File: config.mk
export PLATFORM = sky130hd
export DESIGN_NAME = abkd_queue
export DESIGN_NICKNAME = d
export VERILOG_FILES = /design/src/design/abkd_pkg.sv /design/src/design/abkd_queue.sv
export SDC_FILE = /design/constraint.sdc
export NUM_CORES = 1
export LEC_CHECK = 0
export ABC_AREA = 1
export BUFFER_PORTS_ARGS = -buffer_cell sky130_fd_sc_hd__buf_2
export CORE_MARGIN = 4
export CORE_UTILIZATION = 57
export CTS_BUF_LIST = sky130_fd_sc_hd__clkbuf_8 sky130_fd_sc_hd__clkbuf_16
export DETAILED_ROUTE_END_ITERATION = 6
export PLACE_DENSITY = 0.79
export SYNTH_ARGS = -nofsm -noshare
export SYNTH_HDL_FRONTEND = slang
export SYNTH_SLANG_ARGS = --single-unit
export TNS_END_PERCENT = 30
File: constraint.sdc
create_clock -name i_clk -period 9.3 [get_ports i_clk]
set_clock_uncertainty 0.15 [all_clocks]
set_input_delay 2.79 -clock i_clk [delete_from_list [all_inputs] [get_ports i_clk]]
set_output_delay 2.79 -clock i_clk [all_outputs]
set_load 0.02 [all_outputs]
File: src/design/abkd_pkg.sv
// Shared types and constants for the anchor box and keypoint decoder.
`timescale 1ns / 1ps

package abkd_pkg;

    // Configuration register indexes.
    localparam logic [2:0] CFG_SCORE_THRESHOLD = 3'd0;
    localparam logic [2:0] CFG_GRID_WIDTH      = 3'd1;
    localparam logic [2:0] CFG_GRID_HEIGHT     = 3'd2;
    localparam logic [2:0] CFG_PAD_LEFT        = 3'd3;
    localparam logic [2:0] CFG_PAD_TOP         = 3'd4;
    localparam logic [2:0] CFG_INVERSE_SCALE   = 3'd5;
    localparam logic [2:0] CFG_USE_KEYPOINTS   = 3'd6;
    localparam logic [2:0] CFG_MAX_BOXES       = 3'd7;

    localparam int CFG_ADDR_W = 3;
    localparam int CFG_DATA_W = 16;

    // Register reset values.
    localparam logic [15:0] RST_SCORE_THRESHOLD = 16'd16384;
    localparam logic [11:0] RST_GRID_WIDTH      = 12'd640;
    localparam logic [11:0] RST_GRID_HEIGHT     = 12'd640;
    localparam logic [15:0] RST_PAD             = 16'd0;
    localparam logic [15:0] RST_INVERSE_SCALE   = 16'd4096;
    localparam logic        RST_USE_KEYPOINTS   = 1'b1;
    localparam logic [15:0] RST_MAX_BOXES       = 16'd4096;

    // Geometry: level 0 has stride 8, each level doubles it.
    localparam logic [3:0] BASE_SHIFT = 4'd3;
    localparam int LEVEL_W  = 3;   // covers up to eight stride levels
    localparam int COORD_W  = 10;  // grid column / row counter width
    localparam int KP_PORTS = 5;

    // Fixed-point output range, Q15.4.
    localparam int OUT_W = 20;
    localparam logic signed [28:0] OUT_MIN   = -29'sd524288;
    localparam logic signed [28:0] OUT_MAX   = 29'sd524287;
    localparam logic signed [44:0] ROUND_HALF = 45'sd32768;

    typedef struct packed {
        logic [15:0] score_threshold;
        logic [11:0] grid_width;
        logic [11:0] grid_height;
        logic [15:0] pad_left;
        logic [15:0] pad_top;
        logic [15:0] inverse_scale;
        logic        use_keypoints;
        logic [15:0] max_boxes;
    } t_cfg;

    // One kept anchor, with the grid position it was decoded at.
    typedef struct packed {
        logic [15:0]                score;
        logic [15:0]                dist_left;
        logic [15:0]                dist_top;
        logic [15:0]                dist_right;
        logic [15:0]                dist_bottom;
        logic [KP_PORTS-1:0][31:0]  kp_offset;
        logic [COORD_W-1:0]         column;
        logic [COORD_W-1:0]         row;
        logic [LEVEL_W-1:0]         level;
    } t_item;

endpackage

File: src/design/abkd_queue.sv
// Short FIFO between the front filter and the decode pipeline.
`timescale 1ns / 1ps

module abkd_queue #(
    parameter int DEPTH = 4
) (
    input  logic            i_clk,
    input  logic            i_rst_n,
    input  logic            i_wr,
    input  abkd_pkg::t_item i_data,
    input  logic            i_rd,
    output abkd_pkg::t_item o_data,
    output logic            o_valid,
    output logic            o_full
);

    localparam int PW = (DEPTH > 1) ? $clog2(DEPTH) : 1;
    localparam int NW = $clog2(DEPTH + 1);

    abkd_pkg::t_item r_mem [DEPTH];
    logic [PW-1:0]   r_wr_ptr, r_rd_ptr;
    logic [NW-1:0]   r_count;

    always_ff @(posedge i_clk) begin
        if (i_wr) begin
            r_mem[r_wr_ptr] <= i_data;
        end
    end

    always_ff @(posedge i_clk) begin
        if (!i_rst_n) begin
            r_wr_ptr <= '0;
            r_rd_ptr <= '0;
            r_count  <= '0;
        end else begin
            if (i_wr) begin
                r_wr_ptr <= (r_wr_ptr == PW'(DEPTH - 1)) ? '0 : r_wr_ptr + 1'b1;
            end
            if (i_rd) begin
                r_rd_ptr <= (r_rd_ptr == PW'(DEPTH - 1)) ? '0 : r_rd_ptr + 1'b1;
            end
            case ({i_wr, i_rd})
                2'b10:   r_count <= r_count + 1'b1;
                2'b01:   r_count <= r_count - 1'b1;
                default: r_count <= r_count;
            endcase
        end
    end

    assign o_data  = r_mem[r_rd_ptr];
    assign o_valid = (r_count != '0);
    assign o_full  = (r_count == NW'(DEPTH));

endmodule

* Yosys cells after proc, flatten, opt, wreduce, memory -nomap -nowiden
Memories as Yosys holds them, arrays and structs flattened. A register that Yosys moved wholly into a read port is not among the register bits.
Index checks and enable logic that the tools add are counted.
W data, S select, Z words.
** Word-level totals
- Logic and storage cells :: 22
- Register bits :: 7
- Output and inout bits :: 265
- Bits in writable memories :: 1052
- Bits of input ports :: 267
- Memories kept :: 1
** Memories
- r_mem :: words 4, width 263, rd ports 1, clocked after memory_dff 1, wr ports 1, line abkd_queue.sv:20 : abkd_pkg::t_item r_mem [DEPTH];
** Operators by class
- Eq/ne operators :: 5
- Add/sub/neg operators :: 4
- Reduce and logical (&&, ||, !) cells :: 2
- Mux-type cells :: 7
** Operators with widths (count)
- $mux W2 :: 4
- $eq A2 B2 Y1 const B :: 3
- $pmux W3 S2 :: 1
- $add A2 B1 Y2 const B :: 2
- $add A3 B1 Y3 const B :: 1
- $eq A3 B3 Y1 const B :: 1
- $reduce_bool A3 Y1 :: 1
- $sub A3 B1 Y3 const B :: 1
- $eq A2 B1 Y1 const B :: 1
- $mux W1 :: 2
- $reduce_bool A2 Y1 :: 1

* Logic depth before layout (Yosys ltp)
Gate-level depths: netlist (run 1).
- Depth after elaboration :: 4
- Mapped depth :: 10
- Mapped depth without buffers :: 10

* Worst setup path after synthesis (run 1)
No wires, ideal clock.
- Path type :: input port to flip-flop
- Start :: input port i_wr
- End :: memory r_mem[3][0] (netlist name) (enable)
- Required time :: 8.536 ns
- Setup time :: 0.614 ns
- Stages :: 2
- Path slack :: 0.665 ns
- Data arrival time :: 7.871 ns
- Buffers on the path :: 0
- Cells stage by stage :: nand2_1 inv_1
** Between the ends
- Cells in the longest elaborated chain, start to end :: 2
** RTL lines
- from (decl) :: line abkd_queue.sv:9 : input logic i_wr,
- $mux W1 :: line abkd_queue.sv:25 : if (i_wr) begin
- $mux W1 (not written as such) :: line abkd_queue.sv:26 : r_mem[r_wr_ptr] <= i_data;
- to (decl) :: line abkd_queue.sv:20
No other way between the ends.

==> flow_metrics.env, run 1 <==
export IMPL_outcome="complete, no violations"
export IMPL_critical_path_class="register to primary output"
export IMPL_slew_headroom=0.229
export IMPL_power_leakage_nw=15.9
export IMPL_synth_seq_area_share=0.813
export IMPL_synth_ff_type="edfxtp_1"
export IMPL_synth_top_family_by_area="compound AO/OA/AOI/OAI gates"
export IMPL_synth_simple_area_share=0.0526
export IMPL_cts_sinks=1061
export IMPL_cp_end_kind="primary output"
export IMPL_worst_setup_path_start_kind="register"
export IMPL_fin_nets=3356
export IMPL_post_dp_cell_area_um2=42300
export IMPL_ios=532
export IMPL_wire_per_inst_um=23.2
export IMPL_cts_resized_gates=0
export IMPL_drt_iter0_markers=2931
export IMPL_grt_pass1_vias=23870
export IMPL_instances_no_fill=4073
export IMPL_fillers=4349
export IMPL_cts_made_buffers=102
export IMPL_grt_pass1_wl_um=141000
export IMPL_drc=0
export IMPL_hold_viol=0
export IMPL_crit_end="o_data[13]"
export IMPL_rrSetupSlack_ns=6.25
export IMPL_area_delta_synth_final_pct=16.9
export IMPL_core_rowCount=95
export IMPL_gp_congestion=0.792
export IMPL_io_buffers=531
export IMPL_clk_pin_slew_ns=0.06
export IMPL_stdcell_area_um2=45700
export IMPL_whs_ns=0.395
export IMPL_grt_ovfl_total=0
export IMPL_worstPathRequired_ns=6.36
export IMPL_yosysTopAreaCell="edfxtp_1"
export IMPL_period_share=0.734
export IMPL_total_power_mw=10.6
export IMPL_ys_warnings_count=0
export IMPL_dpl_hpwl_um=52900
export IMPL_ys_types=18
export IMPL_cts_buffer_depth=3
export IMPL_synthTopCellsByArea="edfxtp_1 (81%), o21ai_0 (6.8%), nor2_1 (5.1%)"
export IMPL_fp_dieArea_um2=72800
export IMPL_rsz0062_at_grt="false"
export IMPL_drtAntennaViolNets=0
export IMPL_fin_ws_ns=2.48
export IMPL_initial_core_util=0.579
export IMPL_track_usage=0.248
export IMPL_max_freq_ghz=0.147
export IMPL_clk_latency_ns=0.64
export IMPL_synth_edff_count=1052
export IMPL_worstPathArrival_ns=3.88
export IMPL_tns_ns=0
export IMPL_slew_violations=0
export IMPL_core_area_um2=67500
export IMPL_post_cts_buffers=0
export IMPL_firstDrtPassIters=5
export IMPL_ys_seq_elements=1061
export IMPL_rr_startpoint="r_wr_ptr[1]$_SDFFE_PN0P_"
export IMPL_post_route_util=0.676
export IMPL_synthXorXnorAreaFrac=0
export IMPL_die_y_um=270
export IMPL_vias=24375
export IMPL_htree_levels=3
export IMPL_async_flop_share=0
export IMPL_peakVddDrop_mv=0.191
export IMPL_ff2ff_path_depth=5
export IMPL_cts_tree="yes"
export IMPL_synthCells=2603
export IMPL_synth_area_mux_share=0
export IMPL_drv_cap=0
export IMPL_layout_drive_gt1_share=0.217
export IMPL_post_route_min_period_ns=6.82
export IMPL_cts_root_buf="clkbuf_16"
export IMPL_syn_nets=2877
export IMPL_totalWireLength_um=94400
export IMPL_synth_compound_area_frac=0.111
export IMPL_hold_path_class="register to register"
export IMPL_vias_per_cell=5.98
export IMPL_die_x_um=270
export IMPL_syn_area_um2=39100
export IMPL_antenna_found_initial=42
export IMPL_p_per_area_nw_per_um2=232
export IMPL_avgSynthCellArea_um2=15.0
export IMPL_synthAdderAreaFrac=0.00243
export IMPL_grt_max_degree=203
export IMPL_dp_cells=3851
export IMPL_cts_hold_buf=0
export IMPL_dp_slack_ns=3.10
export IMPL_setup_viol=0
export IMPL_cp_max_fo=111
export IMPL_synth_top_area_share=0.808
export IMPL_worst_slew_pin_slew_ns=1.16
export IMPL_r2r_end="r_mem[1][150]$_DFFE_PP_"
## synthesized netlist by cell type, types with 2 or more instances
cell type,instances
buf_4,9
clkbuf_1,114
nor2_1,531
o21ai_0,530
edfxtp_1,1052
buf_6,2
nor3_1,3
a21oi_1,5
ha_1,6
nand3_1,2
inv_1,17
nand2_1,8
o22ai_1,263
dfxtp_1,9
buf_2,49
## kinds of logic (layout without fill, tap and decap cells)
logic type               Yosys count  after routing
adder cells (fa/ha/maj)            7              7
AO/OA/AOI/OAI                    798            798
other                              0             31
AND/OR/NAND/NOR                  545            545
flip-flops                      1061           1061
buffers and inverters            192            758
## how the worst min path moves through the flow
stage,endpoint,startpoint,cells after the start,slack [ns]
final,r_wr_ptr[1]$_SDFFE_PN0P_,r_wr_ptr[1]$_SDFFE_PN0P_,2,0.39
after global routing,r_wr_ptr[1]$_SDFFE_PN0P_,r_wr_ptr[1]$_SDFFE_PN0P_,2,0.43
after CTS,r_wr_ptr[1]$_SDFFE_PN0P_,r_wr_ptr[1]$_SDFFE_PN0P_,2,0.38
after detailed placement,r_wr_ptr[1]$_SDFFE_PN0P_,r_wr_ptr[1]$_SDFFE_PN0P_,2,0.38
after global placement,r_wr_ptr[1]$_SDFFE_PN0P_,r_wr_ptr[1]$_SDFFE_PN0P_,2,0.35
after floorplan,r_wr_ptr[1]$_SDFFE_PN0P_,r_wr_ptr[1]$_SDFFE_PN0P_,2,0.34
## state kept, by name, summed over array words and instances (netlist names), named ones only
name	flops
r_rd_ptr	2
r_mem	1052
r_wr_ptr	2
r_count	3
## per-layer routing
layer  vias up  wire length [um]  track usage
met5         -               153            0
li1      10884                 -            -
met2      1094             48000        0.414
met3       202              8280       0.0664
met4        24              3110       0.0965
met1     12171             34900        0.315
## area by class of cell
type / count / area, um^2 / share of cell area
flip-flops and latches: 1061 / 31800 / 0.696
inverters: 18 / 110 / 0.00241
clock buffers: 103 / 2580 / 0.0564
clock inverters: 88 / 676 / 0.0148
well taps: 873 / 1090 / 0.0239
diodes: 31 / 77.6 / 0.00170
multi-input cells: 1350 / 6470 / 0.142
repair buffers: 549 / 2880 / 0.0631
## critical path, stage by stage, from the launching register on
cell and delay, ns:
dfxtp_4 0.76, buf_4 0.90, buf_4 0.75, o21ai_0 0.22, o22ai_1 0.30, buf_2 0.23
## layout by cell type (no fill, tap or decap), drive strengths merged
cell | Yosys | routed
buf | 60 | 549
inv | 18 | 43
clkinv | 0 | 55
dfxtp | 9 | 9
bufinv | 0 | 7
nor2 | 531 | 531
a21oi | 5 | 5
nand4 | 1 | 1
clkinvlp | 0 | 1
nor3 | 3 | 3
diode | 0 | 31
fa | 1 | 1
edfxtp | 1052 | 1052
o22ai | 263 | 263
o21ai | 530 | 530
ha | 6 | 6
clkbuf | 114 | 103
nand2 | 8 | 8
nand3 | 2 | 2
## power breakdown
part	total, mW	switching, mW	internal, mW
logic	1.13	0.824	0.304
clock network	3.93	1.72	2.22
registers	5.53	0.0563	5.47
No activity file was read; power rests on OpenSTA's default activity.
==> run 2, diff against run 1 <==
==> constraint.sdc (replaced) <==
create_clock -name i_clk -period 6.55 [get_ports i_clk]
set_clock_uncertainty 0.15 [all_clocks]
set_input_delay 1.965 -clock i_clk [delete_from_list [all_inputs] [get_ports i_clk]]
set_output_delay 1.965 -clock i_clk [all_outputs]
set_load 0.02 [all_outputs]
==> flow_metrics.env, run 2 (synthesis gave the netlist of run 1 again) <==
export IMPL_period_share=0.814
export IMPL_core_area_um2=67500
export IMPL_drt_iter0_markers=2655
export IMPL_p_sw_frac=0.240
export IMPL_post_cts_buffers=0
export IMPL_switchingPower_mw=3.69
export IMPL_vias_per_cell=6.00
export IMPL_vias=24447
export IMPL_drc=0
export IMPL_worstPathArrival_ns=3.21
export IMPL_totalWireLength_um=94000
export IMPL_critical_path_class="register to primary output"
export IMPL_grt_pass1_wl_um=141000
export IMPL_grt_max_degree=251
export IMPL_io_buffers=531
export IMPL_setup_viol=0
export IMPL_wire_per_inst_um=23.1
export IMPL_layout_drive_gt1_share=0.224
export IMPL_path_cells="buf_12 -> o21ai_0 -> o22ai_1 -> buf_2"
export IMPL_worst_setup_path_start_kind="register"
export IMPL_cp_max_fo=250
export IMPL_power_frac_seq=0.510
export IMPL_outcome="complete, no violations"
export IMPL_hold_path_class="register to register"
export IMPL_post_route_min_period_ns=5.33
export IMPL_die_y_um=270
export IMPL_slew_violations=0
export IMPL_largest_reg_flops=1052
export IMPL_cp_top_family="flip-flops"
export IMPL_power_leakage_nw=16.1
export IMPL_tns_ns=0
export IMPL_grt_ovfl_total=0
export IMPL_die_x_um=270
export IMPL_dpl_hpwl_um=53000
export IMPL_drv_cap=0
export IMPL_layout_common_cells="edfxtp_1 (1052), nor2_1 (531), buf_2 (531), o21ai_0 (530), o22ai_1 (263)"
export IMPL_clkPwrFrac=0.384
export IMPL_clk_pin_slew_ns=0.06
export IMPL_path_buf_inv=2
export IMPL_area_delta_synth_final_pct=17.7
export IMPL_fin_nets=3367
export IMPL_max_freq_ghz=0.188
export IMPL_worstPathRequired_ns=4.43
export IMPL_regMostFlops="r_mem"
export IMPL_hold_viol=0
export IMPL_drtAntennaViolNets=0
export IMPL_ios=532
export IMPL_cts_buffer_depth=3
export IMPL_slowest_delay_ns=0.74
export IMPL_gp_congestion=0.801
export IMPL_instances_no_fill=4072
export IMPL_cts_made_buffers=103
export IMPL_cts_hold_buf=0
export IMPL_core_rowCount=95
export IMPL_cp_end_kind="primary output"
export IMPL_cts_sinks=1061
export IMPL_cts_resized_gates=0
export IMPL_intPower_mw=11.7
export IMPL_track_usage=0.248
export IMPL_antenna_found_initial=32
export IMPL_rsz0062_at_grt="false"
export IMPL_htree_levels=3
export IMPL_initial_core_util=0.579
export IMPL_grt_pass1_vias=23862
export IMPL_cp_slowest_cell="dfxtp_4"
export IMPL_dp_cells=3861
export IMPL_firstDrtPassIters=5
export IMPL_reg_top3="r_mem (1052), r_count (3)"
export IMPL_cts_root_buf="clkbuf_16"
export IMPL_total_power_mw=15.4
export IMPL_peakVddDrop_mv=0.271
export IMPL_slew_headroom=0.0886
export IMPL_comb_power_share=0.105
export IMPL_p_per_area_nw_per_um2=334
export IMPL_final_common_cell="edfxtp_1"
export IMPL_worst_slew_pin_slew_ns=1.37
export IMPL_fp_dieArea_um2=72800
export IMPL_cts_tree="yes"
export IMPL_clk_latency_ns=0.63
-- run 2: cell count changes in the layout (fill, tap and decap cells not counted), sizes merged --
cell,delta
clkinv,-12
buf,+10
bufinv,+8
diode,-7
inv,-2
clkbuf,+1
clkinvlp,+1
-- run 2: stage by stage --
stage | utilization | cell area [um^2] | worst slack, ns | hold WS, ns
finish | 0.681 | 46000 | 1.22 | 0.416
global route | 0.681 | 46000 | 1.12 | 0.449
CTS | 0.681 | 45900 | 1.29 | 0.415
detailed placement | 0.630 | 42500 | 2.04 | 0.406
global placement | 0.630 | 42500 | 2.05 | 0.361
floorplan | - | 39100 | -1.25 | 0.340
-- run 2: worst register-to-register path, cell delays in order, from the launching register on --
cell	delay [ns]
dfxtp_1	0.33
inv_1	0.10
ha_1	0.15
nand2_1	0.13
inv_8	0.68
buf_4	0.60
-- run 2: final timing paths --
check / from / endpoint / slack [ns] / depth (start not counted)
worst min register to register: r_wr_ptr[1]$_SDFFE_PN0P_ / r_wr_ptr[1]$_SDFFE_PN0P_ / 0.42 / 2
worst max-delay path: register / o_data[42] / 1.22 / 4
worst min-delay path: r_wr_ptr[1]$_SDFFE_PN0P_ / r_wr_ptr[1]$_SDFFE_PN0P_ / 0.42 / 2
worst max register to register: r_wr_ptr[1]$_SDFFE_PN0P_ / r_mem[0][201]$_DFFE_PP_ / 4.05 / 5
-- run 2: layout make-up --
cell class	count	area [um^2]
fillers	4301	21500
multi-input cells	1350	6470
well taps	873	1090
repair buffers	559	3060
flip-flops and latches	1061	31800
inverters	18	103
diodes	24	60.1
clock buffers	104	2600
clock inverters	83	841
-- run 2: routing by layer --
layer / track usage / up-vias / part of all wire
met5: 0 / - / 0.0013
met4: 0.0981 / 20 / 0.035
met3: 0.0627 / 211 / 0.086
met2: 0.419 / 1182 / 0.51
met1: 0.313 / 12134 / 0.36
li1: - / 10900 / -
-- run 2: power by group through the flow --
stage	logic (mW)	clock network, mW	registers [mW]
global placement	1.56	0	7.97
CTS	1.62	5.99	7.85
detailed placement	1.61	0	7.99
global route	1.74	6.30	7.86
floorplan	0.939	0	8.02
finish	1.62	5.91	7.85
