File: src/design/abkd_pkg.sv
// Shared types and constants for the anchor box and keypoint decoder.
`timescale 1ns / 1ps

package abkd_pkg;

    // Configuration register indexes.
    localparam logic [2:0] CFG_SCORE_THRESHOLD = 3'd0;
    localparam logic [2:0] CFG_GRID_WIDTH      = 3'd1;
    localparam logic [2:0] CFG_GRID_HEIGHT     = 3'd2;
    localparam logic [2:0] CFG_PAD_LEFT        = 3'd3;
    localparam logic [2:0] CFG_PAD_TOP         = 3'd4;
    localparam logic [2:0] CFG_INVERSE_SCALE   = 3'd5;
    localparam logic [2:0] CFG_USE_KEYPOINTS   = 3'd6;
    localparam logic [2:0] CFG_MAX_BOXES       = 3'd7;

    localparam int CFG_ADDR_W = 3;
    localparam int CFG_DATA_W = 16;

    // Register reset values.
    localparam logic [15:0] RST_SCORE_THRESHOLD = 16'd16384;
    localparam logic [11:0] RST_GRID_WIDTH      = 12'd640;
    localparam logic [11:0] RST_GRID_HEIGHT     = 12'd640;
    localparam logic [15:0] RST_PAD             = 16'd0;
    localparam logic [15:0] RST_INVERSE_SCALE   = 16'd4096;
    localparam logic        RST_USE_KEYPOINTS   = 1'b1;
    localparam logic [15:0] RST_MAX_BOXES       = 16'd4096;

    // Geometry: level 0 has stride 8, each level doubles it.
    localparam logic [3:0] BASE_SHIFT = 4'd3;
    localparam int LEVEL_W  = 3;   // covers up to eight stride levels
    localparam int COORD_W  = 10;  // grid column / row counter width
    localparam int KP_PORTS = 5;

    // Fixed-point output range, Q15.4.
    localparam int OUT_W = 20;
    localparam logic signed [28:0] OUT_MIN   = -29'sd524288;
    localparam logic signed [28:0] OUT_MAX   = 29'sd524287;
    localparam logic signed [44:0] ROUND_HALF = 45'sd32768;

    typedef struct packed {
        logic [15:0] score_threshold;
        logic [11:0] grid_width;
        logic [11:0] grid_height;
        logic [15:0] pad_left;
        logic [15:0] pad_top;
        logic [15:0] inverse_scale;
        logic        use_keypoints;
        logic [15:0] max_boxes;
    } t_cfg;

    // One kept anchor, with the grid position it was decoded at.
    typedef struct packed {
        logic [15:0]                score;
        logic [15:0]                dist_left;
        logic [15:0]                dist_top;
        logic [15:0]                dist_right;
        logic [15:0]                dist_bottom;
        logic [KP_PORTS-1:0][31:0]  kp_offset;
        logic [COORD_W-1:0]         column;
        logic [COORD_W-1:0]         row;
        logic [LEVEL_W-1:0]         level;
    } t_item;

endpackage

File: src/design/abkd_front.sv
// Front end: anchor/grid counters, score and box-limit filter.
`timescale 1ns / 1ps

module abkd_front #(
    parameter int ANCHORS_PER_CELL = 2,
    parameter int STRIDE_LEVELS    = 3
) (
    input  logic                 i_clk,
    input  logic                 i_rst_n,
    input  abkd_pkg::t_cfg       i_cfg,
    input  logic                 i_accept,
    input  logic [15:0]          i_score,
    input  logic [15:0]          i_dist_left,
    input  logic [15:0]          i_dist_top,
    input  logic [15:0]          i_dist_right,
    input  logic [15:0]          i_dist_bottom,
    input  logic [abkd_pkg::KP_PORTS-1:0][31:0] i_kp_offset,
    output logic                 o_enq,
    output abkd_pkg::t_item      o_item
);

    localparam int AW = (ANCHORS_PER_CELL > 1) ? $clog2(ANCHORS_PER_CELL) : 1;
    localparam int LW = abkd_pkg::LEVEL_W;
    localparam int CW = abkd_pkg::COORD_W;

    logic [AW-1:0] r_anchor, n_anchor;
    logic [CW-1:0] r_col, n_col;
    logic [CW-1:0] r_row, n_row;
    logic [LW-1:0] r_level, n_level;
    logic [15:0]   r_boxes, n_boxes;

    logic [3:0]  w_shamt;
    logic [11:0] w_cols, w_rows;
    logic        w_empty;
    logic [LW:0] w_next_level;
    logic        w_next_ok;
    logic        w_keep;
    logic        w_frame_end;

    always_comb begin
        w_shamt      = abkd_pkg::BASE_SHIFT + 4'(r_level);
        w_cols       = i_cfg.grid_width >> w_shamt;
        w_rows       = i_cfg.grid_height >> w_shamt;
        w_empty      = (w_cols == '0) || (w_rows == '0);
        w_next_level = {1'b0, r_level} + 1'b1;
        w_next_ok    = (w_next_level < (LW+1)'(STRIDE_LEVELS))
                    && ((i_cfg.grid_width >> (w_shamt + 4'd1)) != '0)
                    && ((i_cfg.grid_height >> (w_shamt + 4'd1)) != '0);
        w_keep       = (i_score >= i_cfg.score_threshold)
                    && (r_boxes < i_cfg.max_boxes);
    end

    // Walk anchors, then columns, rows and levels.
    always_comb begin
        n_anchor    = r_anchor;
        n_col       = r_col;
        n_row       = r_row;
        n_level     = r_level;
        w_frame_end = 1'b0;
        if (({1'b0, r_anchor} + 1'b1) < (AW+1)'(ANCHORS_PER_CELL)) begin
            n_anchor = r_anchor + 1'b1;
        end else begin
            n_anchor = '0;
            if (!w_empty && (({2'b0, r_col} + 12'd1) < w_cols)) begin
                n_col = r_col + 1'b1;
            end else begin
                n_col = '0;
                if (!w_empty && (({2'b0, r_row} + 12'd1) < w_rows)) begin
                    n_row = r_row + 1'b1;
                end else begin
                    n_row = '0;
                    if (w_next_ok) begin
                        n_level = w_next_level[LW-1:0];
                    end else begin
                        n_level     = '0;
                        w_frame_end = 1'b1;
                    end
                end
            end
        end
        if (w_frame_end) begin
            n_boxes = '0;
        end else if (w_keep) begin
            n_boxes = r_boxes + 16'd1;
        end else begin
            n_boxes = r_boxes;
        end
    end

    always_ff @(posedge i_clk) begin
        if (!i_rst_n) begin
            r_anchor <= '0;
            r_col    <= '0;
            r_row    <= '0;
            r_level  <= '0;
            r_boxes  <= '0;
        end else if (i_accept) begin
            r_anchor <= n_anchor;
            r_col    <= n_col;
            r_row    <= n_row;
            r_level  <= n_level;
            r_boxes  <= n_boxes;
        end
    end

    assign o_enq = i_accept && w_keep;

    always_comb begin
        o_item.score       = i_score;
        o_item.dist_left   = i_dist_left;
        o_item.dist_top    = i_dist_top;
        o_item.dist_right  = i_dist_right;
        o_item.dist_bottom = i_dist_bottom;
        o_item.kp_offset   = i_kp_offset;
        o_item.column      = r_col;
        o_item.row         = r_row;
        o_item.level       = r_level;
    end

endmodule

File: config.mk
export PLATFORM = sky130hd
export DESIGN_NAME = abkd_front
export DESIGN_NICKNAME = d
export VERILOG_FILES = /design/src/design/abkd_pkg.sv /design/src/design/abkd_front.sv
export SDC_FILE = /design/constraint.sdc
export NUM_CORES = 1
export LEC_CHECK = 0
export CORE_AREA = 8 8 230 232
export CTS_BUF_LIST = sky130_fd_sc_hd__clkbuf_16
export CTS_CLUSTER_SIZE = 14
export DETAILED_ROUTE_END_ITERATION = 8
export DIE_AREA = 0 0 238 240
export DONT_BUFFER_PORTS = 1
export PLACE_DENSITY_LB_ADDON = 0.25
export SLEW_MARGIN = 30
export SYNTH_ARGS = -nofsm -noshare
export SYNTH_HDL_FRONTEND = slang
export SYNTH_SLANG_ARGS = --single-unit
File: constraint.sdc
create_clock -name i_clk -period 3.34 [get_ports i_clk]
set_clock_uncertainty 0.2 [all_clocks]
set_input_delay 0.334 -clock i_clk [delete_from_list [all_inputs] [get_ports i_clk]]
set_output_delay 0.334 -clock i_clk [all_outputs]
set_load 0.05 [all_outputs]
* Word level (Yosys, flattened, before mapping)
Cells that the tools add are included.
** Storage, ports and cells
- Flip-flop bits (word level) :: 40
- Input port bits :: 348
- Output and inout bits :: 264
- Word-level logic and storage cells :: 55
** Cells by class
- Add/sub/neg operators :: 10
- Magnitude comparators :: 6
- Shifts and indexed selects :: 4
- Mux-type cells :: 10
- Bitwise operators :: 3
- Reduce and logical (&&, ||, !) cells :: 17
** Operator list (number)
- 12-bit by 4-bit >> shifter with 12-bit output :: 4
- 16-bit 2-to-1 mux :: 2
- 12-bit logical NOT :: 2
- 11-bit by 12-bit less-than comparator with 1-bit output :: 2
- 12-bit nonzero test :: 2
- 10-bit by 1-bit adder with 11-bit output (second input constant) :: 2
- 10-bit by 1-bit adder with 10-bit output (second input constant) :: 2
- 10-bit 2-to-1 mux :: 2
- 16-bit by 1-bit adder with 16-bit output (second input constant) :: 1
- 16-bit >= comparator :: 1
- 16-bit less-than comparator :: 1
- 1-bit logical AND :: 6
- 1-bit 2-to-1 mux :: 5
- 2-bit by 3-bit adder with 4-bit output (first input constant) :: 1
- 3-bit by 1-bit adder with 4-bit output (second input constant) :: 1
- 4-bit by 1-bit adder with 4-bit output (second input constant) :: 1
- 4-bit by 2-bit less-than comparator with 1-bit output (second input constant) :: 1
- 2-bit AND reduction :: 2
- 4-bit AND reduction :: 1
- 3-bit 2-to-1 mux :: 1
- 1-bit inverter :: 3
- 3-bit AND reduction :: 1
- 1-bit by 1-bit adder with 2-bit output (second input constant) :: 1
- 2-bit less-than comparator (second input constant) :: 1
- other kinds (4) :: 4

* Longest topological paths before layout
Gate-level depths: netlist of run 1.
- Depth in word-level cells :: 12
- Depth in mapped cells :: 17

* Worst setup path before layout of run 1
OpenSTA, ideal clock, no wires.
- Path kind :: register to register
- Start point :: register r_level[0]
- End point :: register r_row[8]
- Setup time :: 71 ps
- Data arrival time :: 3662 ps
- Data required time :: 3069 ps
- Path slack :: -593 ps
- Stages on the path, launching flop included :: 17
- Buffers on the path :: 4
- Clock period less this slack :: 3933 ps
- Cell sequence :: dfxtp_1 -> buf_6 -> clkbuf_1 -> clkbuf_1 -> nand3_1 -> o21ai_0 -> nand2_1 -> o31a_1 -> ha_1 -> o21a_1 -> o21ai_0 -> a21oi_1 -> a221oi_1 -> nand4_1 -> buf_2 -> or4_1 -> a21oi_1
** Between the ends
- Word-level cells in the longest chain between the ends :: 8
- Elaborated cells on any way between the ends :: 14
** RTL lines
- start, declared :: RTL line abkd_front.sv:29 : logic [LW-1:0] r_level, n_level;
- start signal, assigned :: RTL line abkd_front.sv:101 : r_level <= n_level;
- 2-bit by 3-bit adder with 4-bit output (*) :: RTL line abkd_front.sv:41 : w_shamt = abkd_pkg::BASE_SHIFT + 4'(r_level);
- branches (longest 7 deep; another with 11-bit by 12-bit less-than comparator with 1-bit output)
- end signal, assigned :: RTL line abkd_front.sv:100 : r_row <= n_row;
- end, declared :: RTL line abkd_front.sv:28 : logic [CW-1:0] r_row, n_row;
Every way passes the cells marked *.
A chain may end at the register's enable or synchronous reset.

* Worst setup path in the final report of run 1
- Start point :: register r_level[1]
- End point :: register r_row[8]
Same word-level chain as after synthesis.

==> impl_results.md, run 1 <==
- Status: complete, but fails checks
- Violated checks: negative setup slack
- Synth warn: 0
- Detailed Route Iter0 Violations: between 150 and 200
- Worst Path Max Fanout: 4
- Placed insts: roughly 1300
- Clock tree buffer depth: 2
- Post-Syn Nets: approximately 1200
- Total GRT Usage: about 6.7%
- Hold WC Path Type: in -> reg
- Largest family of logic cells by synthesized area: buffers and inverters
- Clk pin slew, worst setup/hold paths: 70 ps
- Crit path top cell by count: a21oi_2
- Routed WL: between 20 and 25 mm
- Final Cycle Share: 104%
- Xor/xnor share of the synthesized area: 2.38%
- Cells after Synth: 768
- Min Hold Slack: around 9.4 ps
- Synth Area in Compound Gates: 12.7%
- CTS tree: built
- Core area: slightly below 50000 um^2
- Via count: ~4500
- Layout area overhead: 8.43%
- Largest net degree at the start of global routing: 25
- Pre-CTS WS: -159 ps
- Grt total ovfl: 0
- Drt wl/cell: approximately 16 um
- Initial antenna violation count: 0
- Pwr Density: 188 nW/um^2
- Final WS setup: -118 ps
- Number of vias per cell: between 3 and 4
- Mapped Avg Cell Area: 7.67 um^2
- Pwr Total: about 1.2 mW
- Mux contribution to synthesized area: 7.03%
- Mapped Area: 5890 um^2
- Period minus WS final: 3460 ps
- Leak: 2.56 nW
- Fillcell total: about 5800
- Die Wd: approximately 240 um
- First-pass GRT wire length: between 20 and 30 mm
- Worst path required time: around 3400 ps
- Die Y: 240 um
- Final Wtd Congestion: roughly 0.74
- # nets final: approximately 1000
- Placed Area: approximately 5500 um^2
- Detailed placement HPWL: 16.0 mm
- Setup TNS: -478 ps
- CP Cell Sequence: buf_6 -> buf_6 -> mux2_4 -> nor2_2 -> a211oi_2 -> a21oi_2 -> ha_2 -> o21ai_2 -> a21oi_2 -> o21ai_1 -> o311a_1 -> buf_4 -> and3_4 -> nand2b_4 -> or4_4 -> a21oi_2
- Initial Util: a little under an eighth
- Clock network latency to the later pin of the worst-skew pair: between 200 and 300 ps
- Final setup vio count: 12
- Post-synth top flop: dfxtp_1
- Clock root buffer: clkbuf_16
- Post-route insts no fill: between 1000 and 1500
- RSZ-0062 raised after global routing: true
- Inserted Diodes: 0
- Actual slew at the worst max-slew pin: 522 ps
- Synth Register Bits: 40
- Slowest stage cell, crit path: or4_4
- Final hold vios: 0
- Max-slew headroom at the worst pin: between 60% and 70%
- DRC Markers: 0
- Family with the most delay on the worst path: compound AO/OA/AOI/OAI gates
- Crit path DAT: approximately 3500 ps
- Startpoint Class: register
- Peak VDD IR: approximately 0.15 mV
- Seq/Total Area, Yosys: 13.6%
- Fin. max-slew vios: 0
- Simple-Gate Fraction of Synth Area: between 10% and 20%
- IO buf count: 0
- Critical path capture point type: register
- Peak Freq: 0.289 GHz
- Largest stage delay, worst path: 490 ps
- DIE AREA: 57100 um^2
- First-pass detailed-route iteration total: 4
- Buffer and inverter count on the worst path: 3
- Clk sinks: 40
- Max Cap Viol: 0
- Post-synth EDFFs: 0
- CTS buffer count: 5
- Std cell rows: just over 80
- # IOs: between 600 and 700
- Fin area: 6390 um^2
- H-tree depth: 2
- Synth async-reset ratio: 0%
- Yosys cell types: 57
- Critical path class: reg -> reg
- Number of global-route vias before repair: 4625
- DRT antenna net count: 0
- Adder-cell share of the synthesized area: 11.0%
- FF-to-FF setup slack: -120 ps
- Post-layout util: roughly an eighth
- Share of layout cells above drive strength 1: approximately a third
[per-layer routing]
metal	wire length (um)	vias to the layer above	part of all wire (%)	global-route usage [%]
met4	486	0	2.4	2.08
met1	8230	2031	41	7.71
met3	2610	65	13	4.32
li1	-	2082	-	-
met5	0	-	0	0
met2	8930	275	44	10.1
[where the power goes]
group	switching (mW)	total, mW	internal [mW]
registers	0.00594	0.484	0.478
clock network	0.224	0.499	0.275
logic	0.120	0.215	0.0954
total	0.350	1.20	0.848
[sequential cells by signal, indices dropped and copies added, names as in the netlist]
signal    cells
r_boxes      16
r_col        10
r_row        10
r_level       3
r_anchor      1
[synthesized netlist by cell type (all sizes together) (9+ instances only)]
cell type	n	area share (%)
buf	249	32
and3	15	1.7
o211ai	9	1.1
inv	44	2.8
a211oi	9	1.1
a21o	9	1.1
xnor2	11	1.6
o21ai	23	2.0
nand4	16	1.7
ha	52	11
clkbuf	17	1.1
nor2	32	2.0
dfxtp	40	14
mux2i	23	3.9
a31oi	9	0.96
nand2	55	3.5
nand3	29	2.5
a21oi	35	3.0
[final timing paths]
check                                        startpoint                      end  cells past startpoint
worst max-delay path            r_level[1]$_SDFFE_PN0P_    r_row[8]$_SDFFE_PN0P_                     16
worst min-delay path                            i_rst_n  r_boxes[4]$_SDFFE_PN0P_                      2
worst max register to register  r_level[1]$_SDFFE_PN0P_    r_row[8]$_SDFFE_PN0P_                     16
worst min register to register    r_col[1]$_SDFFE_PN0P_    r_col[1]$_SDFFE_PN0P_                      2
[cells in the final DEF, fill, tap and decap left out, drive strengths merged, types with 4 or more instances in the layout]
master   instances
a211oi           9
a21o             9
a21oi           35
a22oi            4
a31oi            9
and2             4
and3            15
buf             97
clkbuf           5
dfxtp           40
ha              52
inv             44
mux2             6
mux2i           23
mux4             5
nand2           55
nand2b           5
nand3           29
nand3b           7
nand4           16
nor2            32
nor2b            6
nor3             7
o2111ai          4
o211ai           9
o21ai           23
or2              4
or3              6
xnor2           11
xor2             5
[logic make-up (layout without fill, tap and decap cells)]
kind of cell,count (synthesis),in the layout
AO/OA/AOI/OAI,117,117
XOR/XNOR,16,16
adder cells (fa/ha/maj),52,52
buffers and inverters,312,154
flip-flops,40,40
multiplexers,34,34
AND/OR/NAND/NOR,197,197
[layout make-up]
| class | count | area, um^2 | share of cell area, % |
|---|---|---|---|
| Tap cell | 672 | 841 | 13.2 |
| Sequential cell | 40 | 827 | 12.9 |
| Clock inverter | 3 | 18.8 | 0.294 |
| Inverter | 46 | 178 | 2.78 |
| Clock buffer | 5 | 125 | 1.96 |
| Multi-Input combinational cell | 416 | 3460 | 54.1 |
| Timing Repair Buffer | 100 | 942 | 14.7 |
[timing repair]
item                                    in CTS  in global routing
hold buffers                                 3                  0
buffers inserted                            10                  7
hold endpoints to repair                     6                  0
endpoints found under the setup margin      29                 31
cloned                                       3                  0
pin swaps                                   22                 44
resized for setup                           43                 72
No activity file was read; power rests on OpenSTA's default activity.
==> run 2: changes to the inputs <==
- GPL_TIMING_DRIVEN: unset -> 0
==> run 2 against run 1 <==
Combinational power grew to 4.7 times the previous value. The flow still finishes with violations (negative setup slack). Worst hold slack better by 49 ps. Register-to-register slack got worse by 120 ps. Clock power up 13%. Sequential power about the same.
==> impl_results.md, run 2 (synthesis results as in run 1) <==
- RR Endpoint: r_row[5]$_SDFFE_PN0P_
- Final Cycle Share: 107%
- Leak: 3.41 nW
- Via count: around 5200
- First-pass detailed-route iteration total: 4
- Startpoint Class: register
- Initial antenna violation count: 1
- Clk sinks: 40
- R2R depth: 16
- Drt wl/cell: approximately 17 um
- Die Wd: 238 um
- Number of vias per cell: around 3.5
- Peak Freq: 0.279 GHz
- Clock network latency to the later pin of the worst-skew pair: about 290 ps
- Hold WC Path Type: in -> reg
- Clock root buffer: clkbuf_16
- Crit path capture: r_row[5]$_SDFFE_PN0P_
- IO buf count: 0
- # nets final: ~1200
- Setup TNS: -6070 ps
- Detailed placement HPWL: a little over 20 mm
- Pwr Density: between 200 and 300 nW/um^2
- Core area: 49500 um^2
- Std cell rows: 82
- Max-slew headroom at the worst pin: between 30% and 40%
- Number of global-route vias before repair: 5478
- Grt total ovfl: 0
- RSZ-0062 raised after global routing: true
- Critical path class: reg -> reg
- Actual slew at the worst max-slew pin: ~1000 ps
- Slowest stage cell, crit path: dfxtp_4
- Largest registers: r_boxes: 16 flops, r_col: 10 flops, r_row: 10 flops
- DRC Markers: 0
- Largest stage delay, worst path: 420 ps
- # IOs: 612
- Most frequent cells in the layout: 263 x buf_4, 52 x nand2_1, 46 x ha_1, 43 x inv_1, 30 x nor2_1
- Critical path capture point type: register
- CTS buffer count: 5
- Post-layout util: between 15 and 20%
- Period minus WS final: about 3600 ps
- Status: complete, but fails checks
- Violated checks: negative setup slack
- Die Y: about 240 um
- CP Cell Sequence: buf_8 -> buf_12 -> mux2i_4 -> mux2_4 -> nand2b_4 -> ha_4 -> a21o_1 -> a21o_1 -> a21o_1 -> a221oi_4 -> nand4_1 -> buf_6 -> nor3_4 -> buf_12 -> nand3b_1 -> a21oi_1
- Total GRT Usage: 7.56%
- Routed WL: ~24 mm
- Layout area overhead: 34.9%
- CTS tree: built
- Number of flip-flops in the largest register: 16
- Final setup vio count: 36
- DRT antenna net count: 0
- Share of layout cells above drive strength 1: around half
- Detailed Route Iter0 Violations: 190
- Final Wtd Congestion: 0.741
- Initial Util: about an eighth
- First-pass GRT wire length: ~34 mm
- Largest net degree at the start of global routing: 14
- Final hold vios: 0
- Clk pin slew, worst setup/hold paths: 70 ps
- Commonest non-fill, non-tap cell in the layout: buf_4
- Fin. max-slew vios: 0
- Clock tree buffer depth: 2
- Worst setup path start: r_level[1]$_SDFFE_PN0P_
- Crit path DAT: between 3000 and 4000 ps
- FF-to-FF setup slack: -240 ps
- Reg-to-Reg Start: r_level[1]$_SDFFE_PN0P_
- Worst Path Max Fanout: 7
- Peak VDD IR: 0.166 mV
- Final WS setup: -242 ps
- Worst path required time: 3350 ps
- DIE AREA: ~57000 um^2
- Crit path top cell by count: a21o_1
- H-tree depth: 2
- Max Cap Viol: 0
- Most flops, register: r_boxes
==> run 2: through the flow <==
| step | area, um^2 | power (mW) | worst slack (ps) | hold WS [ps] | cells |
|---|---|---|---|---|---|
| finish | 7950 | 2.06 | -242 | 58.8 | 1482 |
| global route | 7950 | 2.15 | -462 | 92.1 | 1481 |
| CTS | 7570 | 2.07 | -239 | 75.6 | 1470 |
| detailed placement | 6840 | 1.48 | -880 | 298 | 1440 |
| global placement | 6840 | 1.49 | -913 | 285 | 1440 |
| floorplan | 6000 | 1.40 | -54.0 | 268 | 768 |
==> run 2: timing repair <==
action,CTS,global route
hold buffers,1,0
gates resized for setup,95,58
setup endpoints to repair,39,39
cloned,1,2
hold endpoints to repair,1,0
buffers inserted,20,10
pin swaps,36,28
==> run 2: final cells by class <==
cell class / instances / area [um^2]
plain buffers: 265 / 2050
diodes: 1 / 2.50
inverters: 46 / 178
clock buffers: 5 / 125
flip-flops and latches: 40 / 855
repair buffers: 34 / 357
clock inverters: 3 / 42.5
multi-input cells: 416 / 3500
fillers: 5649 / 41500
well taps: 672 / 841
==> run 2: metal layers <==
layer | GRT usage (%) | wire [um] | share of wire (%) | up-vias
met5 | 0 | 0 | 0 | -
met4 | 0.670 | 59 | 0.24 | 0
met3 | 2.58 | 2150 | 8.8 | 7
met2 | 13.1 | 12300 | 50 | 259
met1 | 9.31 | 9960 | 41 | 2471
li1 | - | - | - | 2480
==> run 2: worst max-delay path: cells and delay by family (launching register included) <==
family,cells,cell delay (ps)
and+or+nand+nor,4,610
AOI/OAI and AO/OA,5,940
adders and majority gates,1,230
DFF,1,420
muxes,2,480
buffers and inverters,4,610
==> run 2: report_power, final <==
group	internal [mW]	switching (mW)
clock network	0.352	0.213
logic	0.285	0.732
registers	0.471	0.0109
total	1.11	0.956
==> run 2: worst min-delay path by stage <==
stage	cells past startpoint	slack, ps	to	start
after floorplan	2	270	r_boxes[15]$_SDFFE_PN0P_	r_boxes[15]$_SDFFE_PN0P_
after global placement	2	290	r_anchor$_SDFFE_PN0P_	i_accept
after detailed placement	2	300	r_anchor$_SDFFE_PN0P_	i_accept
after CTS	2	80	r_col[5]$_SDFFE_PN0P_	i_rst_n
after global routing	2	90	r_col[5]$_SDFFE_PN0P_	i_rst_n
final	2	60	r_col[5]$_SDFFE_PN0P_	i_rst_n
==> run 3: changes to the inputs <==
- CTS_CLUSTER_DIAMETER: unset -> 30
- REMOVE_ABC_BUFFERS: unset -> 1
==> run 3 against run 2 <==
The run still ends with negative setup slack left. Combinational power down 80%. Setup slack worse by 93 ps. Design area decreased by 24%. Clock power is 5.3% higher. Highest routed layer is now met5.
==> impl_results.md, run 3 (synthesis results as in run 1) <==
- Int Power: about 910 uW
- Hold WC Path Type: in -> reg
- Std cell rows: 82
- Final Cycle Share: 110%
- Peak VDD IR: roughly 0.16 mV
- Status: complete, but fails checks
- Number of vias per cell: roughly 4
- DRT antenna net count: 0
- Fin. max-slew vios: 0
- Number of global-route vias before repair: slightly below 5000
- CTS tree: built
- Most frequent cells in the layout: 54 x nand2_1, 47 x ha_1, 43 x inv_1, 33 x buf_4, 29 x nor2_1
- Layout area overhead: 3.12%
- Detailed Route Iter0 Violations: 406
- Reg area: 860 um^2
- Die Y: approximately 240 um
- CTS buffer count: 5
- Grt total ovfl: 0
- Switching share of power: between 20 and 30%
- Clk pin slew, worst setup/hold paths: 80 ps
- Fillcell total: about 5800
- Clk sinks: 40
- Buffer and inverter count on the worst path: 2
- Clock tree buffer depth: 2
- Period minus WS final: roughly 3700 ps
- Sequential share of power: between 30% and 40%
- Worst path required time: roughly 3400 ps
- IO buf count: 0
- Post-route insts no fill: ~1200
- Crit path DAT: ~3700 ps
- Footprint of the multi-input gates: 3410 um^2
- Final hold vios: 0
- Total GRT Usage: a little over a quarter
- Family with the most delay on the worst path: compound AO/OA/AOI/OAI gates
- Clock network latency to the later pin of the worst-skew pair: 300 ps
- Worst Path Max Fanout: 8
- Number of flip-flops in the largest register: 16
- RSZ-0062 raised after global routing: true
- Max Cap Viol: 0
- Max-slew headroom at the worst pin: between 30% and 40%
- Final Wtd Congestion: roughly 1.2
- Logic pwr share: around 16%
- Startpoint Class: register
- Drt wl/cell: 64.1 um
- Routed WL: 79.4 mm
- Critical path capture point type: register
- Final WS setup: -335 ps
- Net switching power: 370 uW
- Leak: between 2 and 2.5 nW
- Final setup vio count: 33
- # IOs: about 610
- Initial antenna violation count: 0
- Clock Power Share: a little under half
- CP Cell Sequence: ha_4 -> and3_4 -> and3_4 -> nand3_4 -> xnor2_2 -> ha_1 -> and3_4 -> nand3_2 -> a21oi_2 -> a221oi_4 -> a21oi_2 -> o211ai_1 -> buf_4 -> buf_6 -> nand4_1 -> mux2i_1
- Actual slew at the worst max-slew pin: 944 ps
- DRC Markers: 0
- Peak Freq: ~0.27 GHz
- Pwr Density: around 210 nW/um^2
- Die Wd: approximately 240 um
- First-pass detailed-route iteration total: 4
- Commonest non-fill, non-tap cell in the layout: nand2_1
- Core area: between 40000 and 50000 um^2
- Post-layout util: around an eighth
- Placed insts: between 1000 and 1500
- Critical path class: reg -> reg
- Inserted Diodes: 0
- Share of layout cells above drive strength 1: between 20 and 30%
- DIE AREA: ~57000 um^2
- Largest registers: r_boxes: 16 flops, r_col: 10 flops, r_row: 10 flops
- Largest stage delay, worst path: approximately 500 ps
- Slowest stage cell, crit path: dfxtp_4
- First-pass GRT wire length: 90.5 mm
- Pwr Total: 1.28 mW
- # nets final: between 900 and 1000
- Violated checks: negative setup slack
- Clock root buffer: clkbuf_16
- Detailed placement HPWL: 74.1 mm
- Setup TNS: -6340 ps
- Crit path top cell by count: and3_4
- Largest net degree at the start of global routing: 25
- H-tree depth: 2
- Via count: around 5000
- Initial Util: about an eighth
- Most flops, register: r_boxes
-- run 3: changes by cell type in the layout (fill, tap and decap cells not counted), moves of 3 or more --
cell / before / now
a21oi_2: 12 / 7
xnor2_2: 2 / 5
xnor2_1: 9 / 6
buf_8: 7 / 1
a21oi_1: 21 / 27
clkbuf_1: 8 / 0
clkbuf_16: 8 / 5
buf_4: 263 / 33
o21ai_1: 4 / 8
o21ai_0: 14 / 9
-- run 3: per-stage QoR --
step                      setup slack, ps  hold slack, ps  area (um^2)
after CTS                            -332            4.91         5930
final                                -335            16.5         6080
after global placement              -3660             282         4810
after detailed placement            -1530             289         4890
after floorplan                     -1700             268         3970
after global routing                 -505            8.11         6080
-- run 3: worst reg2reg max path: cells and delay by family (launching register included) --
family | cells | cell delay [ps]
AO/OA/AOI/OAI | 4 | 900
XOR/XNOR | 1 | 180
adder cells (fa/ha/maj) | 2 | 500
buffers and inverters | 2 | 370
flip-flops | 1 | 500
multiplexers | 1 | 150
AND/OR/NAND/NOR | 6 | 800
-- run 3: cell type report --
cell class                 instances  share of cell area (%)
multi-input combinational        417                    56.2
sequential                        40                    14.1
tap                              672                    13.8
timing repair buffer              56                    9.97
inverter                          46                    3.07
clock buffer                       5                    2.06
clock inverter                     3                   0.762
-- run 3: repair_timing --
item,in CTS,in global routing
hold buffers,3,0
gates resized for setup,111,32
endpoints found under the setup margin,39,38
cloned,4,0
buffers inserted,42,6
endpoints found under the hold margin,7,0
pin swaps,45,21
-- run 3: power by group through the flow --
stage | Combinational, mW | Clock [mW] | Sequential [mW]
after floorplan | 0.119 | 0 | 0.500
after global placement | 0.173 | 0 | 0.504
after detailed placement | 0.172 | 0 | 0.504
after CTS | 0.199 | 0.617 | 0.482
after global routing | 0.226 | 0.639 | 0.483
final | 0.199 | 0.595 | 0.482
-- run 3: metal layers --
metal	vias up	GRT usage, %	wire length, um
met5	-	13.1	926
met3	185	28.3	18200
li1	2007	-	-
met1	2193	9.58	10100
met4	20	29.0	11600
met2	694	47.6	38500
-- run 3: final timing paths --
kind | start | to | slack [ps] | cells after the start
hold reg to reg | r_boxes[6]$_SDFFE_PN0P_ | r_boxes[6]$_SDFFE_PN0P_ | 310 | 1
hold / removal | i_rst_n | r_boxes[9]$_SDFFE_PN0P_ | 20 | 2
setup reg to reg | r_row[0]$_SDFFE_PN0P_ | r_boxes[5]$_SDFFE_PN0P_ | -330 | 16
setup / recovery | r_row[0]$_SDFFE_PN0P_ | r_boxes[5]$_SDFFE_PN0P_ | -330 | 16
